File: config.mk
export PLATFORM = sky130hd
export DESIGN_NAME = arm_banked_register_mode_switch
export DESIGN_NICKNAME = d
export VERILOG_FILES = /design/src/rtl/armbnk_pkg.sv /design/src/rtl/arm_banked_register_mode_switch.sv
export SDC_FILE = /design/constraint.sdc
export NUM_CORES = 1
export LEC_CHECK = 0
export ABC_AREA = 1
export BUFFER_PORTS_ARGS = -buffer_cell sky130_fd_sc_hd__buf_4
export CAP_MARGIN = 20
export CORE_MARGIN = 2
export CORE_UTILIZATION = 38
export CTS_BUF_LIST = sky130_fd_sc_hd__clkbuf_4
export CTS_CLUSTER_DIAMETER = 30
export DETAILED_ROUTE_END_ITERATION = 12
export PLACE_DENSITY_LB_ADDON = 0.2
export SLEW_MARGIN = 5
export SYNTH_ARGS = -nofsm -noshare
export SYNTH_HDL_FRONTEND = slang
export SYNTH_SLANG_ARGS = --single-unit
File: constraint.sdc
create_clock -name clk -period 12.9 [get_ports clk]
set_input_delay 1.29 -clock clk [delete_from_list [all_inputs] [get_ports clk]]
set_output_delay 1.29 -clock clk [all_outputs]
set_load 0.02 [all_outputs]
File: src/rtl/armbnk_pkg.sv
// Package for the banked SP/LR/SPSR store: opcodes, mode codes, bank lookup.
// Used by arm_banked_register_mode_switch, armbnk_checker and tb_top; no dependencies.
package armbnk_pkg;

	localparam int DataW = 32;
	localparam int ModeW = 5;
	localparam int BankW = 3;
	localparam int NumBanks = 6;

	localparam logic [1:0] OP_MODE = 2'd0;
	localparam logic [1:0] OP_SP   = 2'd1;
	localparam logic [1:0] OP_LR   = 2'd2;
	localparam logic [1:0] OP_SPSR = 2'd3;

	localparam logic [7:0] RESET_STATUS = 8'hd3;
	localparam logic [7:0] MODE_MASK    = 8'h1f;
	localparam logic [ModeW-1:0] RESET_MODE = ModeW'(RESET_STATUS & MODE_MASK);

	localparam logic [ModeW-1:0] MODE_NONE = 5'h00;
	localparam logic [ModeW-1:0] MODE_USR  = 5'h10;
	localparam logic [ModeW-1:0] MODE_FIQ  = 5'h11;
	localparam logic [ModeW-1:0] MODE_IRQ  = 5'h12;
	localparam logic [ModeW-1:0] MODE_SVC  = 5'h13;
	localparam logic [ModeW-1:0] MODE_ABT  = 5'h17;
	localparam logic [ModeW-1:0] MODE_UND  = 5'h1b;

	localparam logic [BankW-1:0] BANK_USR = 3'd0;
	localparam logic [BankW-1:0] BANK_FIQ = 3'd1;
	localparam logic [BankW-1:0] BANK_IRQ = 3'd2;
	localparam logic [BankW-1:0] BANK_SVC = 3'd3;
	localparam logic [BankW-1:0] BANK_ABT = 3'd4;
	localparam logic [BankW-1:0] BANK_UND = 3'd5;
	localparam logic [BankW-1:0] RESET_BANK = BANK_SVC;
	localparam logic [BankW-1:0] LAST_BANK = BankW'(NumBanks - 1);

	typedef struct packed {
		logic             hit;
		logic [BankW-1:0] idx;
	} bank_sel_t;

	function automatic bank_sel_t bank_of(input logic [ModeW-1:0] mode);
		bank_sel_t sel;
		sel.hit = 1'b1;
		unique case (mode)
			MODE_USR: sel.idx = BANK_USR;
			MODE_FIQ: sel.idx = BANK_FIQ;
			MODE_IRQ: sel.idx = BANK_IRQ;
			MODE_SVC: sel.idx = BANK_SVC;
			MODE_ABT: sel.idx = BANK_ABT;
			MODE_UND: sel.idx = BANK_UND;
			default: begin
				sel.hit = 1'b0;
				sel.idx = BANK_USR;
			end
		endcase
		return sel;
	endfunction

endpackage

File: src/rtl/arm_banked_register_mode_switch.sv
// Banked SP/LR/SPSR store with mode switching: input register, update logic,
// result register. Depends on armbnk_pkg.
//
//  channel | handshake            | payload
//  in      | in_valid / in_stall  | opcode, requested_mode, write_value
//  out     | out_valid / out_stall| current_sp, current_lr, current_spsr,
//          |                      | active_mode, active_bank, mode_changed, bad_request
//
// One item per cycle sustained unless out_stall holds a valid result; results are registered.
// The banked state updates as an item moves from the input register to the result register.
// A stalled result holds the input register; in_stall rises only when both are full.
// arst_n resets mode to supervisor, bank to 3 and all live and banked registers to zero.
module arm_banked_register_mode_switch (
	input  logic                                clk,
	input  logic                                arst_n,
	input  logic                                in_valid,
	output logic                                in_stall,
	input  logic [1:0]                          opcode,
	input  logic [armbnk_pkg::ModeW-1:0]        requested_mode,
	input  logic [armbnk_pkg::DataW-1:0]        write_value,
	output logic                                out_valid,
	input  logic                                out_stall,
	output logic [armbnk_pkg::DataW-1:0]        current_sp,
	output logic [armbnk_pkg::DataW-1:0]        current_lr,
	output logic [armbnk_pkg::DataW-1:0]        current_spsr,
	output logic [armbnk_pkg::ModeW-1:0]        active_mode,
	output logic [armbnk_pkg::BankW-1:0]        active_bank,
	output logic                                mode_changed,
	output logic                                bad_request
);

	logic                          valid_s1;
	logic [1:0]                    opcode_s1;
	logic [armbnk_pkg::ModeW-1:0]  mode_s1;
	logic [armbnk_pkg::DataW-1:0]  value_s1;

	logic [armbnk_pkg::ModeW-1:0]  mode_q;
	logic [armbnk_pkg::BankW-1:0]  bank_q;
	logic [armbnk_pkg::DataW-1:0]  sp_q, lr_q, spsr_q;
	logic [armbnk_pkg::DataW-1:0]  saved_sp_q   [armbnk_pkg::NumBanks];
	logic [armbnk_pkg::DataW-1:0]  saved_lr_q   [armbnk_pkg::NumBanks];
	logic [armbnk_pkg::DataW-1:0]  saved_spsr_q [armbnk_pkg::NumBanks];

	logic                          out_valid_q;
	logic                          advance, accept;
	logic                          switch_go;
	armbnk_pkg::bank_sel_t         old_sel, new_sel;
	logic [armbnk_pkg::ModeW-1:0]  mode_nx;
	logic [armbnk_pkg::BankW-1:0]  bank_nx;
	logic [armbnk_pkg::DataW-1:0]  sp_nx, lr_nx, spsr_nx;
	logic                          changed_nx, bad_nx;

	assign advance  = valid_s1 && (!out_valid_q || !out_stall);
	assign in_stall = valid_s1 && !advance;
	assign accept   = in_valid && !in_stall;

	assign old_sel = armbnk_pkg::bank_of(mode_q);
	assign new_sel = armbnk_pkg::bank_of(mode_s1);

	always_comb begin
		mode_nx    = mode_q;
		bank_nx    = bank_q;
		sp_nx      = sp_q;
		lr_nx      = lr_q;
		spsr_nx    = spsr_q;
		changed_nx = 1'b0;
		bad_nx     = 1'b0;
		switch_go  = 1'b0;
		unique case (opcode_s1)
			armbnk_pkg::OP_SP:   sp_nx   = value_s1;
			armbnk_pkg::OP_LR:   lr_nx   = value_s1;
			armbnk_pkg::OP_SPSR: spsr_nx = value_s1;
			armbnk_pkg::OP_MODE: begin
				if (mode_s1 != mode_q) begin
					if (mode_s1 == armbnk_pkg::MODE_NONE) begin
						bad_nx = 1'b1;
					end else begin
						switch_go  = 1'b1;
						changed_nx = 1'b1;
						mode_nx    = mode_s1;
						if (new_sel.hit) begin
							sp_nx   = saved_sp_q[new_sel.idx];
							lr_nx   = saved_lr_q[new_sel.idx];
							bank_nx = new_sel.idx;
							if (new_sel.idx != armbnk_pkg::BANK_USR) begin
								spsr_nx = saved_spsr_q[new_sel.idx];
							end
						end
					end
				end
			end
			default: ;
		endcase
	end

	always_ff @(posedge clk or negedge arst_n) begin
		if (!arst_n) begin
			valid_s1 <= 1'b0;
		end else if (accept) begin
			valid_s1 <= 1'b1;
		end else if (advance) begin
			valid_s1 <= 1'b0;
		end
	end

	always_ff @(posedge clk) begin
		if (accept) begin
			opcode_s1 <= opcode;
			mode_s1   <= requested_mode;
			value_s1  <= write_value;
		end
	end

	always_ff @(posedge clk or negedge arst_n) begin
		if (!arst_n) begin
			mode_q <= armbnk_pkg::RESET_MODE;
			bank_q <= armbnk_pkg::RESET_BANK;
			sp_q   <= '0;
			lr_q   <= '0;
			spsr_q <= '0;
			for (int i = 0; i < armbnk_pkg::NumBanks; i++) begin
				saved_sp_q[i]   <= '0;
				saved_lr_q[i]   <= '0;
				saved_spsr_q[i] <= '0;
			end
		end else if (advance) begin
			mode_q <= mode_nx;
			bank_q <= bank_nx;
			sp_q   <= sp_nx;
			lr_q   <= lr_nx;
			spsr_q <= spsr_nx;
			if (switch_go && old_sel.hit) begin
				saved_sp_q[old_sel.idx] <= sp_q;
				saved_lr_q[old_sel.idx] <= lr_q;
				if (old_sel.idx != armbnk_pkg::BANK_USR) begin
					saved_spsr_q[old_sel.idx] <= spsr_q;
				end
			end
		end
	end

	always_ff @(posedge clk or negedge arst_n) begin
		if (!arst_n) begin
			out_valid_q <= 1'b0;
		end else if (advance) begin
			out_valid_q <= 1'b1;
		end else if (!out_stall) begin
			out_valid_q <= 1'b0;
		end
	end

	always_ff @(posedge clk) begin
		if (advance) begin
			current_sp   <= sp_nx;
			current_lr   <= lr_nx;
			current_spsr <= spsr_nx;
			active_mode  <= mode_nx;
			active_bank  <= bank_nx;
			mode_changed <= changed_nx;
			bad_request  <= bad_nx;
		end
	end

	assign out_valid = out_valid_q;

endmodule

==> impl_metrics.py <==
metrics = {
    "status": {
        "status": "finished, final reports clean",
    },
    "synth": {
        "syn_nets": 4336,
        "synthTopCellsByArea": "dfrtp_1 46%, nand2_1 12%, edfxtp_1 12%",
        "ys_seq_elements": 827,
        "synth_top_cell_by_area": "dfrtp_1",
        "synth_edf_count": 145,
        "synth.cell_area_um2": 37000,
        "ys_seq_area_share_pct": 57.9,
        "async_reset_ff_share_pct": 82.5,
        "syn_area_per_cell_um2": 8.63,
        "syn_inst": 4289,
        "yosysWarnings": 0,
        "synth_cell_types": 30,
        "synth_ff_type": "dfrtp_1",
        "synth_top_area_share_pct": 45.8,
    },
    "timing": {
        "period_share_pct": 37.7,
        "setup_viol": 0,
        "hold_slack_ns": 0.274,
        "fin_crit_ns": 4.86,
        "relSlewSlack_pct": 24.3,
        "worst-slew-pin-transition_ns": 1.13,
        "hold_viol_final": 0,
        "worst_clock_skew_ns": 0.0694,
        "fmax_mhz": 206,
        "tns_ns": 0,
        "report.final.slew_viol_count": 0,
        "rsz0062_at_grt": "no",
    },
    "job": {
        "maxCapViolCount": 0,
    },
    "final_layout": {
        "layout_commonest_cell": "nand2_1",
        "drive_gt1_share_pct": 14.1,
        "fill_cells": 9640,
        "syn2layout_area_growth_pct": 13.4,
        "layout.nets": 4417,
        "final_cell_mix": "1224 x nand2_1, 677 x dfrtp_1, 643 x nand3_1",
        "instances_no_fill": 5845,
    },
    "detailed_routing": {
        "ant_nets": 0,
        "vias_per_cell": 5.35,
        "drt-pass1-iter-count": 8,
        "drc": 0,
        "via_count": 31300,
        "post_drt_wl_per_cell_um": 20.8,
        "drt-total-wl_um": 121000,
        "drtIter0Drc": 2999,
    },
    "global_route": {
        "grt_usage_pct": 24.5,
        "antenna_found_initial": 6,
        "grt_first_pass_wirelength_um": 186000,
        "grt_max_degree": 159,
        "grt_pass1_vias": 30000,
        "overflow": 0,
    },
    "floorplan": {
        "die_area_um2": 99900,
        "core_um2": 96600,
        "dieWidth_um": 316,
        "fp-row-count": 114,
        "initial_core_util_pct": 38.3,
        "io-pin-count": 151,
        "die_y_um": 316,
    },
    "worst_setup_path": {
        "critPathKind": "flip-flop to flip-flop",
        "crit_arrival_ns": 5.68,
        "end_kind": "flip-flop",
        "start_kind": "flip-flop",
        "critPathMaxFanout": 103,
        "cp.required_ns": 13.72,
    },
    "hold_path": {
        "hold_class": "input pin to asynchronous set/reset pin",
    },
    "place": {
        "io_buffers": 150,
        "dp.cells": 5411,
        "gp_congestion": 0.782,
        "hpwl_um": 65200,
    },
    "clock_tree": {
        "cts_resized": 0,
        "clockRootBuffer": "clkbuf_4",
        "cts_sinks": 827,
        "clk_latency_ns": 1.12,
        "hold_buffers": 0,
        "numCtsBuffers": 231,
        "cts_tree": "built",
        "htree_levels": 4,
        "path_clk_slew_ns": 0.07,
        "cts_setup_buffers": 0,
        "clk_path_buf_depth": 3,
    },
    "power": {
        "powerDensity_nw_per_um2": 173,
        "p_leak_nw": 18.7,
        "ir_drop_v": 0.0000634,
    },
}
-- state kept, by name (all words and copies together) (netlist names), 2 cells and up --
| register | count |
|---|---|
| saved_sp_q | 192 |
| bank_q | 3 |
| current_lr | 32 |
| active_mode | 5 |
| current_spsr | 32 |
| lr_q | 32 |
| value_s1 | 32 |
| mode_q | 5 |
| current_sp | 32 |
| saved_spsr_q | 192 |
| saved_lr_q | 192 |
| spsr_q | 32 |
| sp_q | 32 |
| mode_s1 | 5 |
| opcode_s1 | 2 |
| active_bank | 3 |
-- kinds of logic (layout without fill, tap and decap cells) --
family / after synthesis / in the layout / synth area share, %
fa+ha+maj: 4 / 4 / 0.135
buf+inv: 542 / 820 / 6.25
other cells: 0 / 2 / 0
compound gates: 912 / 912 / 13.0
xor+xnor: 1 / 1 / 0.0237
flops: 827 / 827 / 57.9
simple gates: 2003 / 2003 / 22.7
-- where the power goes --
part	switching (mW)	total (mW)	internal, mW
logic	0.955	1.38	0.423
clock network	1.17	2.59	1.42
registers	0.237	3.29	3.05
total	2.36	7.25	4.89
-- cell type report --
| type | count | area (um^2) | area share, % |
|---|---|---|---|
| Clock buffer | 369 | 2770 | 6.60 |
| Multi-Input combinational cell | 2920 | 13400 | 31.9 |
| Tap cell | 1276 | 1600 | 3.81 |
| Sequential cell | 827 | 21400 | 51.1 |
| Clock inverter | 61 | 445 | 1.06 |
| Timing Repair Buffer | 201 | 1620 | 3.86 |
| Inverter | 189 | 717 | 1.71 |
| Antenna cell | 2 | 5.00 | 0.0119 |
-- critical path: stages, from the launching register on --
cell and delay [ns]:
edfxtp_1 0.46, nor2_1 0.31, nand3_4 0.48, nand2_4 0.86, buf_4 1.00, buf_4 0.88
a21oi_1 0.13, o21ai_0 0.12, nand3_1 0.10, nand2_1 0.10, nand2_1 0.07
-- metal layers --
metal / track usage, % / share of wire (%) / up-vias / wire length [um]
li1: - / - / 14700 / -
met1: 34.1 / 44 / 15200 / 53600
met2: 37.7 / 45 / 1141 / 54700
met3: 4.68 / 7.5 / 231 / 9070
met4: 9.66 / 3.2 / 6 / 3920
met5: 0 / 0.030 / - / 36
-- synth_stat cells, types with 3 or more instances --
cell	number
nand2_1	1230
dfrtp_1	677
nand3_1	645
o21ai_1	442
a21oi_1	288
inv_1	181
clkbuf_1	165
edfxtp_1	145
buf_2	140
nor2_1	113
o21ai_0	80
a22oi_1	64
a21boi_1	32
buf_1	24
buf_4	21
inv_2	8
dfstp_2	5
ha_1	4
nor4_1	4
o22ai_1	4
buf_6	3
nor2_4	3
-- stage by stage --
stage | utilization [%] | worst slack, ns | area, um^2 | power, mW
3_5_place_dp | 40.1 | 8.14 | 38700 | 4.71
3_3_place_gp | 40.0 | 8.21 | 38700 | 4.70
6_report | 43.4 | 8.04 | 42000 | 7.25
2_1_floorplan | - | 7.35 | 37000 | 4.16
4_1_cts | 43.4 | 8.07 | 41900 | 7.33
5_1_grt | 43.4 | 7.65 | 42000 | 7.68
-- final timing paths --
kind                                               start                       endpoint  slack [ns]  cells after the start
setup / recovery                    mode_s1[2]$_DFFE_PP_       current_lr[25]$_DFFE_PP_        8.04                     10
hold / removal                                    arst_n     saved_sp_q[46]$_DFFE_PN0P_        0.27                      1
setup reg to reg                    mode_s1[2]$_DFFE_PP_       current_lr[25]$_DFFE_PP_        8.04                     10
hold reg to reg            saved_spsr_q[179]$_DFFE_PN0P_  saved_spsr_q[179]$_DFFE_PN0P_        0.37                      0
max in group asynchronous                         arst_n  saved_spsr_q[185]$_DFFE_PN0P_       10.11                      3
min in group clk                         write_value[13]         value_s1[13]$_DFFE_PP_        0.35                      1
Note: power is estimated with default switching activity, not from simulation.
